$ cat src/hdl/icfm_pkg.sv
// Shared constants and types for the input capture frequency meter.
// No dependencies; imported by every module of the block.
package icfm_pkg;

   localparam int WINDOW_CAPTURES = 10;
   localparam int CAP_W           = 32;
   localparam int SUM_W           = 36;
   localparam int COUNT_W         = $clog2(WINDOW_CAPTURES);
   localparam int STEP_W          = $clog2(SUM_W);
   localparam int AVG_DIVISOR     = WINDOW_CAPTURES - 1;

   localparam int CSR_INDEX_W = 1;
   localparam logic [CSR_INDEX_W-1:0] CSR_TIMER_CLOCK = 1'b0;
   localparam logic [CSR_INDEX_W-1:0] CSR_AUTO_RELOAD = 1'b1;

   localparam logic [CAP_W-1:0] AUTO_RELOAD_RESET = 32'd65535;

   typedef struct packed {
      logic start;
      logic first;
      logic seed;
   } acc_cmd_type;

   typedef struct packed {
      logic busy;
      logic done;
   } unit_status_type;

endpackage

$ cat src/hdl/icfm_accum.sv
// Bit-serial period and window statistics unit: difference, wrap, min, max, sum.
// Depends on icfm_pkg.
module icfm_accum
   import icfm_pkg::*;
(
   input  logic              clock,
   input  logic              reset,
   input  acc_cmd_type       cmd,
   input  logic [CAP_W-1:0]  capture,
   input  logic [CAP_W-1:0]  auto_reload,
   output unit_status_type   status,
   output logic [CAP_W-1:0]  shortest,
   output logic [CAP_W-1:0]  longest,
   output logic [SUM_W-1:0]  period_sum
);

   localparam logic [1:0] PH_IDLE = 2'd0;
   localparam logic [1:0] PH_DIFF = 2'd1;
   localparam logic [1:0] PH_STAT = 2'd2;

   logic [1:0]        phase_ff;
   logic [STEP_W-1:0] step_ff;
   logic              done_ff;
   logic [CAP_W-1:0]  cap_ff, prev_ff, arr_ff, per_ff, wrap_ff, min_ff, max_ff;
   logic [SUM_W-1:0]  sum_ff;
   logic              borrow_ff, carry_ff, nz_ff, seed_ff, lt_ff, gt_ff, sc_ff;

   logic              n_b, p_b, a_b, d_b, w_b, pb, s_b, in_range;
   logic              borrow_in, carry_in, nz_in, sc_in, lt_in, gt_in;
   logic [CAP_W-1:0]  diff_shift, wrap_shift;

   always_comb begin
      n_b        = cap_ff[0];
      p_b        = prev_ff[0];
      a_b        = arr_ff[0];
      // next - prev, one bit per cycle
      d_b        = n_b ^ p_b ^ borrow_ff;
      borrow_in  = (~n_b & p_b) | (~(n_b ^ p_b) & borrow_ff);
      // wrapped period equals auto_reload + (next - prev) + 1
      w_b        = a_b ^ d_b ^ carry_ff;
      carry_in   = (a_b & d_b) | (a_b & carry_ff) | (d_b & carry_ff);
      nz_in      = nz_ff | d_b;
      diff_shift = {d_b, per_ff[CAP_W-1:1]};
      wrap_shift = {w_b, wrap_ff[CAP_W-1:1]};

      in_range   = step_ff < STEP_W'(CAP_W);
      pb         = per_ff[0] & in_range;
      s_b        = pb ^ sum_ff[0] ^ sc_ff;
      sc_in      = (pb & sum_ff[0]) | (pb & sc_ff) | (sum_ff[0] & sc_ff);
      // LSB-first compare: the highest differing bit decides
      lt_in      = (in_range && (pb != min_ff[0])) ? min_ff[0] : lt_ff;
      gt_in      = (in_range && (pb != max_ff[0])) ? pb : gt_ff;
   end

   always_ff @(posedge clock) begin
      if (reset) begin
         phase_ff <= PH_IDLE;
         done_ff  <= 1'b0;
         step_ff  <= '0;
      end else begin
         done_ff <= 1'b0;
         case (phase_ff)
            PH_IDLE: begin
               if (cmd.start) begin
                  if (cmd.first) begin
                     prev_ff <= capture;
                     sum_ff  <= '0;
                  end else begin
                     phase_ff  <= PH_DIFF;
                     step_ff   <= '0;
                     cap_ff    <= capture;
                     arr_ff    <= auto_reload;
                     borrow_ff <= 1'b0;
                     carry_ff  <= 1'b1;
                     nz_ff     <= 1'b0;
                     seed_ff   <= cmd.seed;
                  end
               end
            end
            PH_DIFF: begin
               borrow_ff <= borrow_in;
               carry_ff  <= carry_in;
               nz_ff     <= nz_in;
               wrap_ff   <= wrap_shift;
               cap_ff    <= {1'b0, cap_ff[CAP_W-1:1]};
               arr_ff    <= {1'b0, arr_ff[CAP_W-1:1]};
               // shift the new capture in behind the old one
               prev_ff   <= {n_b, prev_ff[CAP_W-1:1]};
               if (step_ff == STEP_W'(CAP_W - 1)) begin
                  per_ff   <= (!borrow_in && nz_in) ? diff_shift : wrap_shift;
                  phase_ff <= PH_STAT;
                  step_ff  <= '0;
                  lt_ff    <= 1'b0;
                  gt_ff    <= 1'b0;
                  sc_ff    <= 1'b0;
               end else begin
                  per_ff  <= diff_shift;
                  step_ff <= step_ff + 1'b1;
               end
            end
            PH_STAT: begin
               sum_ff <= {s_b, sum_ff[SUM_W-1:1]};
               sc_ff  <= sc_in;
               lt_ff  <= lt_in;
               gt_ff  <= gt_in;
               if (in_range) begin
                  per_ff <= {per_ff[0], per_ff[CAP_W-1:1]};
                  min_ff <= {min_ff[0], min_ff[CAP_W-1:1]};
                  max_ff <= {max_ff[0], max_ff[CAP_W-1:1]};
               end
               if (step_ff == STEP_W'(SUM_W - 1)) begin
                  if (seed_ff || lt_ff) min_ff <= per_ff;
                  if (seed_ff || gt_ff) max_ff <= per_ff;
                  phase_ff <= PH_IDLE;
                  done_ff  <= 1'b1;
               end else begin
                  step_ff <= step_ff + 1'b1;
               end
            end
            default: phase_ff <= PH_IDLE;
         endcase
      end
   end

   assign status.busy = phase_ff != PH_IDLE;
   assign status.done = done_ff;
   assign shortest    = min_ff;
   assign longest     = max_ff;
   assign period_sum  = sum_ff;

endmodule

$ cat src/hdl/icfm_divider.sv
// Shared restoring divider, one quotient bit per cycle.
// Depends on icfm_pkg.
module icfm_divider
   import icfm_pkg::*;
(
   input  logic              clock,
   input  logic              reset,
   input  logic              start,
   input  logic [SUM_W-1:0]  dividend,
   input  logic [CAP_W-1:0]  divisor,
   output unit_status_type   status,
   output logic [SUM_W-1:0]  quotient
);

   logic              busy_ff, done_ff;
   logic [STEP_W-1:0] step_ff;
   logic [SUM_W-1:0]  dvd_ff;
   logic [CAP_W-1:0]  dsr_ff, rem_ff;
   logic [CAP_W:0]    trial, diff;
   logic              ge;

   always_comb begin
      trial = {rem_ff, dvd_ff[SUM_W-1]};
      ge    = trial >= {1'b0, dsr_ff};
      diff  = trial - {1'b0, dsr_ff};
   end

   always_ff @(posedge clock) begin
      if (reset) begin
         busy_ff <= 1'b0;
         done_ff <= 1'b0;
         step_ff <= '0;
      end else begin
         done_ff <= 1'b0;
         if (!busy_ff) begin
            if (start) begin
               busy_ff <= 1'b1;
               step_ff <= '0;
               dvd_ff  <= dividend;
               dsr_ff  <= divisor;
               rem_ff  <= '0;
            end
         end else begin
            // quotient bits shift in where dividend bits leave
            dvd_ff <= {dvd_ff[SUM_W-2:0], ge};
            rem_ff <= ge ? diff[CAP_W-1:0] : trial[CAP_W-1:0];
            if (step_ff == STEP_W'(SUM_W - 1)) begin
               busy_ff <= 1'b0;
               done_ff <= 1'b1;
            end else begin
               step_ff <= step_ff + 1'b1;
            end
         end
      end
   end

   assign status.busy = busy_ff;
   assign status.done = done_ff;
   assign quotient    = dvd_ff;

endmodule

$ cat src/hdl/input_capture_frequency_meter.sv
// Input capture frequency meter. The first capture of a window is stored as the reference; every
// further capture runs the serial period difference and wrap, then the serial min, max and
// 36-bit sum update. The last capture of a window adds four passes of the one shared serial
// divider (average period, then the three frequencies) before the result item is offered.
// A result waiting on rsp_stall blocks a new window end only, not the captures in between.
module input_capture_frequency_meter
   import icfm_pkg::*;
(
   input  logic                   clock,
   input  logic                   reset,
   input  logic                   csr_write_enable,
   input  logic [CSR_INDEX_W-1:0] csr_index,
   input  logic [CAP_W-1:0]       csr_write_data,
   input  logic                   req_valid,
   output logic                   req_stall,
   input  logic [CAP_W-1:0]       req_capture_value,
   output logic                   rsp_valid,
   input  logic                   rsp_stall,
   output logic [CAP_W-1:0]       rsp_max_freq_hz,
   output logic [CAP_W-1:0]       rsp_min_freq_hz,
   output logic [CAP_W-1:0]       rsp_avg_freq_hz,
   output logic                   rsp_result_valid
);

   localparam logic [2:0] ST_IDLE = 3'd0;
   localparam logic [2:0] ST_ACC  = 3'd1;
   localparam logic [2:0] ST_DAVG = 3'd2;
   localparam logic [2:0] ST_DMAX = 3'd3;
   localparam logic [2:0] ST_DMIN = 3'd4;
   localparam logic [2:0] ST_DFRQ = 3'd5;
   localparam logic [2:0] ST_LOAD = 3'd6;

   logic [2:0]         state_ff;
   logic [COUNT_W-1:0] count_ff;
   logic               last_ff;
   logic [CAP_W-1:0]   timer_clock_ff, auto_reload_ff;
   logic [CAP_W-1:0]   avg_ff, maxf_ff, minf_ff, avgf_ff;
   logic               rsp_valid_ff, ok_ff;
   logic [CAP_W-1:0]   rsp_max_ff, rsp_min_ff, rsp_avg_ff;

   acc_cmd_type        acc_cmd;
   unit_status_type    acc_status, div_status;
   logic [CAP_W-1:0]   shortest, longest;
   logic [SUM_W-1:0]   period_sum, quotient, div_dividend;
   logic [CAP_W-1:0]   div_divisor;
   logic               div_start, accept, is_last, out_free, all_nonzero;

   assign req_stall = (state_ff != ST_IDLE) || acc_status.busy;
   assign accept    = req_valid && !req_stall;
   assign is_last   = count_ff == COUNT_W'(WINDOW_CAPTURES - 1);
   assign out_free  = !rsp_valid_ff || !rsp_stall;

   assign acc_cmd.start = accept;
   assign acc_cmd.first = count_ff == '0;
   assign acc_cmd.seed  = count_ff == COUNT_W'(1);

   always_comb begin
      div_start    = 1'b0;
      div_dividend = {{(SUM_W-CAP_W){1'b0}}, timer_clock_ff};
      div_divisor  = '0;
      case (state_ff)
         ST_ACC: begin
            div_start    = acc_status.done && last_ff;
            div_dividend = period_sum;
            div_divisor  = CAP_W'(AVG_DIVISOR);
         end
         ST_DAVG: begin
            div_start   = div_status.done;
            div_divisor = shortest;
         end
         ST_DMAX: begin
            div_start   = div_status.done;
            div_divisor = longest;
         end
         ST_DMIN: begin
            div_start   = div_status.done;
            div_divisor = avg_ff;
         end
         default: begin
            div_start = 1'b0;
         end
      endcase
   end

   assign all_nonzero = (shortest != '0) && (longest != '0) && (avg_ff != '0);

   always_ff @(posedge clock) begin
      if (reset) begin
         timer_clock_ff <= '0;
         auto_reload_ff <= AUTO_RELOAD_RESET;
      end else if (csr_write_enable) begin
         case (csr_index)
            CSR_TIMER_CLOCK: timer_clock_ff <= csr_write_data;
            CSR_AUTO_RELOAD: auto_reload_ff <= csr_write_data;
            default: ;
         endcase
      end
   end

   always_ff @(posedge clock) begin
      if (reset) begin
         state_ff     <= ST_IDLE;
         count_ff     <= '0;
         last_ff      <= 1'b0;
         rsp_valid_ff <= 1'b0;
      end else begin
         // the load state owns the output register while it is there
         if (rsp_valid_ff && !rsp_stall && state_ff != ST_LOAD) rsp_valid_ff <= 1'b0;
         case (state_ff)
            ST_IDLE: begin
               if (accept) begin
                  if (count_ff == '0) begin
                     count_ff <= COUNT_W'(1);
                  end else begin
                     count_ff <= is_last ? '0 : count_ff + 1'b1;
                     last_ff  <= is_last;
                     state_ff <= ST_ACC;
                  end
               end
            end
            ST_ACC: begin
               if (acc_status.done) state_ff <= last_ff ? ST_DAVG : ST_IDLE;
            end
            ST_DAVG: begin
               if (div_status.done) begin
                  avg_ff   <= quotient[CAP_W-1:0];
                  state_ff <= ST_DMAX;
               end
            end
            ST_DMAX: begin
               if (div_status.done) begin
                  maxf_ff  <= quotient[CAP_W-1:0];
                  state_ff <= ST_DMIN;
               end
            end
            ST_DMIN: begin
               if (div_status.done) begin
                  minf_ff  <= quotient[CAP_W-1:0];
                  state_ff <= ST_DFRQ;
               end
            end
            ST_DFRQ: begin
               if (div_status.done) begin
                  avgf_ff  <= quotient[CAP_W-1:0];
                  state_ff <= ST_LOAD;
               end
            end
            ST_LOAD: begin
               // hold until the output register is free
               if (out_free) begin
                  rsp_valid_ff <= 1'b1;
                  ok_ff        <= all_nonzero;
                  rsp_max_ff   <= all_nonzero ? maxf_ff : '0;
                  rsp_min_ff   <= all_nonzero ? minf_ff : '0;
                  rsp_avg_ff   <= all_nonzero ? avgf_ff : '0;
                  state_ff     <= ST_IDLE;
               end
            end
            default: state_ff <= ST_IDLE;
         endcase
      end
   end

   icfm_accum u_accum (
      .clock       (clock),
      .reset       (reset),
      .cmd         (acc_cmd),
      .capture     (req_capture_value),
      .auto_reload (auto_reload_ff),
      .status      (acc_status),
      .shortest    (shortest),
      .longest     (longest),
      .period_sum  (period_sum)
   );

   icfm_divider u_divider (
      .clock    (clock),
      .reset    (reset),
      .start    (div_start),
      .dividend (div_dividend),
      .divisor  (div_divisor),
      .status   (div_status),
      .quotient (quotient)
   );

   assign rsp_valid        = rsp_valid_ff;
   assign rsp_max_freq_hz  = rsp_max_ff;
   assign rsp_min_freq_hz  = rsp_min_ff;
   assign rsp_avg_freq_hz  = rsp_avg_ff;
   assign rsp_result_valid = ok_ff;

   a_units_exclusive: assert property (@(posedge clock) disable iff (reset)
      !(acc_status.busy && div_status.busy))
      else $error("period unit and divider busy together");

   a_count_in_window: assert property (@(posedge clock) disable iff (reset)
      count_ff <= COUNT_W'(WINDOW_CAPTURES - 1))
      else $error("capture count beyond window");

   a_rsp_from_load: assert property (@(posedge clock) disable iff (reset)
      $rose(rsp_valid_ff) |-> $past(state_ff) == ST_LOAD)
      else $error("result item raised outside load");

   a_div_done_state: assert property (@(posedge clock) disable iff (reset)
      div_status.done |-> (state_ff == ST_DAVG || state_ff == ST_DMAX ||
                           state_ff == ST_DMIN || state_ff == ST_DFRQ))
      else $error("divider finished with no division pending");

endmodule

$ cat config.mk
export PLATFORM = sky130hd
export DESIGN_NAME = input_capture_frequency_meter
export DESIGN_NICKNAME = d
export VERILOG_FILES = /design/src/hdl/icfm_pkg.sv /design/src/hdl/icfm_accum.sv /design/src/hdl/icfm_divider.sv /design/src/hdl/input_capture_frequency_meter.sv
export SDC_FILE = /design/constraint.sdc
export NUM_CORES = 1
export LEC_CHECK = 0
export BUFFER_PORTS_ARGS = -buffer_cell sky130_fd_sc_hd__buf_2
export CAP_MARGIN = 30
export CELL_PAD_IN_SITES_DETAIL_PLACEMENT = 0
export CELL_PAD_IN_SITES_GLOBAL_PLACEMENT = 1
export CORE_AREA = 2 2 198 394
export CTS_BUF_LIST = sky130_fd_sc_hd__clkbuf_8 sky130_fd_sc_hd__clkbuf_16
export DETAILED_ROUTE_END_ITERATION = 8
export DIE_AREA = 0 0 200 396
export PLACE_DENSITY = 0.73
export SYNTH_ARGS = -nofsm -noshare
export SYNTH_HDL_FRONTEND = slang
export SYNTH_SLANG_ARGS = --single-unit
$ cat constraint.sdc
create_clock -name clock -period 10.55 [get_ports clock]
set_clock_uncertainty 0.1 [all_clocks]
set_input_delay 0.5275 -clock clock [delete_from_list [all_inputs] [get_ports clock]]
set_output_delay 0.5275 -clock clock [all_outputs]
set_load 0.01 [all_outputs]
==> reports/qor.csv <==
metric,value,unit
Synth cell types,61,
I/O pin count,169,
Yosys top cell by area,edfxtp_1,
RSZ-0062 raised after global routing,no,
share of cells above drive strength 1,0.1563,
Die Y,396,um
Crit Path Category,reg2reg,
max cap viols,0,
Root Buffer,clkbuf_16,
pwr dens,171.5,nW/um2
Die Wd,200,um
postcts setup bufs,0,
CP startpoint kind,flip-flop,
Critical Path End Type,flip-flop,
Gate power share,0.078,
Detailed Route Iter0 Violations,1295,
first-pass GRT wire length,103800,um
"Reg clk slew, reported paths",0.07,ns
Final WS setup,6.913,ns
Mapped Cells,2365,
pin count of the biggest net entering global routing,98,
#FFs+latches synth,681,
Final Max Tran Viols,0,
port buffer count,168,
worst-margin pin slew,1.153,ns
Int Pwr,4.449,mW
worst vdd ir,0.0001521,V
DRC Markers,0,
Max Root-Sink Buffers,3,
# clock sinks,681,
Nets,2616,
num rows,143,
final period utilization,0.3447,
clock share of power,0.387,
Vias/cell,5.058,
Worst Path Arrival,3.91,ns
ys flop type,edfxtp_1,
# diodes,0,
Layout area overhead,14.24,%
"worst slack, placed",6.971,ns
Synth Cell Area,29380,um2
post-layout minimum cycle time,3.637,ns
sequential share of the synthesized area,0.6654,
starting density of the core,0.3864,
Slew Limit Headroom,0.2251,
Sequential Power Share,0.536,
CP Max Fanout,5,
DRT antenna net count,0,
grt total ovfl,0,
antenna violations before repair,1,
vias after detailed routing,18040,
clk_lat worst skew,0.66,ns
gr usage total,0.1698,
# hold bufs at CTS,8,
Sw Ratio,0.2269,
"commonest cells after routing, fill and taps aside","edfxtp_1 (591), nand2_1 (456), buf_2 (167)",
Async SR Flop Fraction,0,
fmax,275.0,MHz
final setup TNS,0,ns
half-perimeter wire length after placement,47720,um
Fin. Hold Viols,0,
H-tree Lvls,2,
outcome,"complete, no violations",
Psw,1.306,mW
number of buffers created by CTS,58,
required time worst endpoint,10.83,ns
Setup Viol. Count Final,0,
vias in the first global route,18440,
drt first pass iters,5,
post_cts resized,0,
P_leak,11.24,nW
Synthesis Warnings,0,
total length of routed wires,67330,um
detailed-route wire length per cell,18.87,um
core area,76040,um2
worst min path class,in2reg,
Die Area,79200,um2
CTS tree,done,
"EDFF count, synth",591,
filler cell count,6944,
Yosys top cell area share,0.6040,
RD Place Congestion,0.8887,
Mapped Avg Cell Area,12.42,um2
"Net Count, Synth",2479,
"commonest non-fill, non-tap cell in the layout",edfxtp_1,
synth top area cells,"edfxtp_1 (60%), dfxtp_1 (6.1%), nand2_1 (5.8%), mux2i_1 (4.4%), and2_1 (3.0%)",
## cells in the mapped netlist, drive strengths merged, types with 7 or more instances
cell and count:
o211ai 8, nor3 14, a21oi 130, nor4 27, o21bai 7, clkbuf 112, a21o 14, mux2 63
buf 22, nor2 63, dfxtp 90, nand3 18, o21ai 159, nor2b 13, edfxtp 591, and2 145
a31oi 8, nand2 457, nand2b 41, mux2i 130, inv 56, o21a 10, xor2 7, nand3b 19
ha 40, a211oi 15, xnor2 19, nand4 19, and3 12
## per-layer routing
metal / global-route usage / up-vias / part of all wire
li1: - / 8748 / -
met3: 0.02093 / 146 / 0.037
met4: 0.1009 / 2 / 0.061
met2: 0.3061 / 436 / 0.52
met5: 0 / - / 0.00019
met1: 0.1888 / 8711 / 0.38
## kinds of logic after synthesis
logic type               Yosys count  share of synthesized area
AND/OR/NAND/NOR                  849                     0.1372
flip-flops                       681                     0.6654
AO/OA/AOI/OAI                    382                    0.07555
multiplexers                     193                    0.06844
buffers and inverters            190                    0.02598
adder cells (fa/ha/maj)           44                    0.01976
XOR/XNOR                          26                   0.007751
## worst paths after layout
| path | start | endpoint | slack, ns | cells after the start |
|---|---|---|---|---|
| max | u_divider.quotient[35] | u_divider.rem_ff[30] | 6.91 | 12 |
| min | csr_write_data[4] | auto_reload_ff[4] | 0.05 | 3 |
| max reg2reg | u_divider.quotient[35] | u_divider.rem_ff[30] | 6.91 | 12 |
| min reg2reg | u_accum.wrap_ff[22] | u_accum.wrap_ff[21] | 0.33 | 0 |
## through the flow
| stage | hold slack, ns | power (mW) | area [um2] | std cells | util |
|---|---|---|---|---|---|
| floorplan | 0.3204 | 3.458 | 29380 | 2365 | - |
| global placement | 0.3341 | 3.578 | 31290 | 3441 | 0.4115 |
| detailed placement | 0.3329 | 3.593 | 31420 | 3448 | 0.4132 |
| CTS | 0.001996 | 5.826 | 33540 | 3566 | 0.4410 |
| global route | 0.03289 | 5.966 | 33560 | 3567 | 0.4414 |
| finish | 0.04815 | 5.755 | 33560 | 3567 | 0.4414 |
## final cells by class
class,instances,area [um2],share of cell area
Clock buffer,71,1675,0.04992
Clock inverter,39,362.8,0.01081
Inverter,56,210.2,0.006263
Multi-Input combinational cell,1494,9208,0.2743
Sequential cell,681,19560,0.5826
Tap cell,1015,1270,0.03784
Timing Repair Buffer,211,1282,0.03821
## critical path, stage by stage, from the launching register on
cell and delay [ns]:
edfxtp_1 0.35, inv_1 0.05, ha_1 0.21, inv_1 0.08, fa_1 0.22, a21oi_1 0.10
o211ai_1 0.41, a2111oi_0 0.23, o31ai_1 0.95, a21boi_0 0.24, o21bai_1 0.21, xnor2_1 0.14
o22ai_1 0.09
## power by group through the flow
stage | combinational [mW] | sequential [mW] | clock, mW
3_5_place_dp | 0.451 | 3.14 | 0
4_1_cts | 0.455 | 3.08 | 2.29
6_report | 0.446 | 3.08 | 2.23
5_1_grt | 0.498 | 3.09 | 2.38
3_3_place_gp | 0.437 | 3.14 | 0
2_1_floorplan | 0.327 | 3.13 | 0
Power figures use the tool's default switching activity.
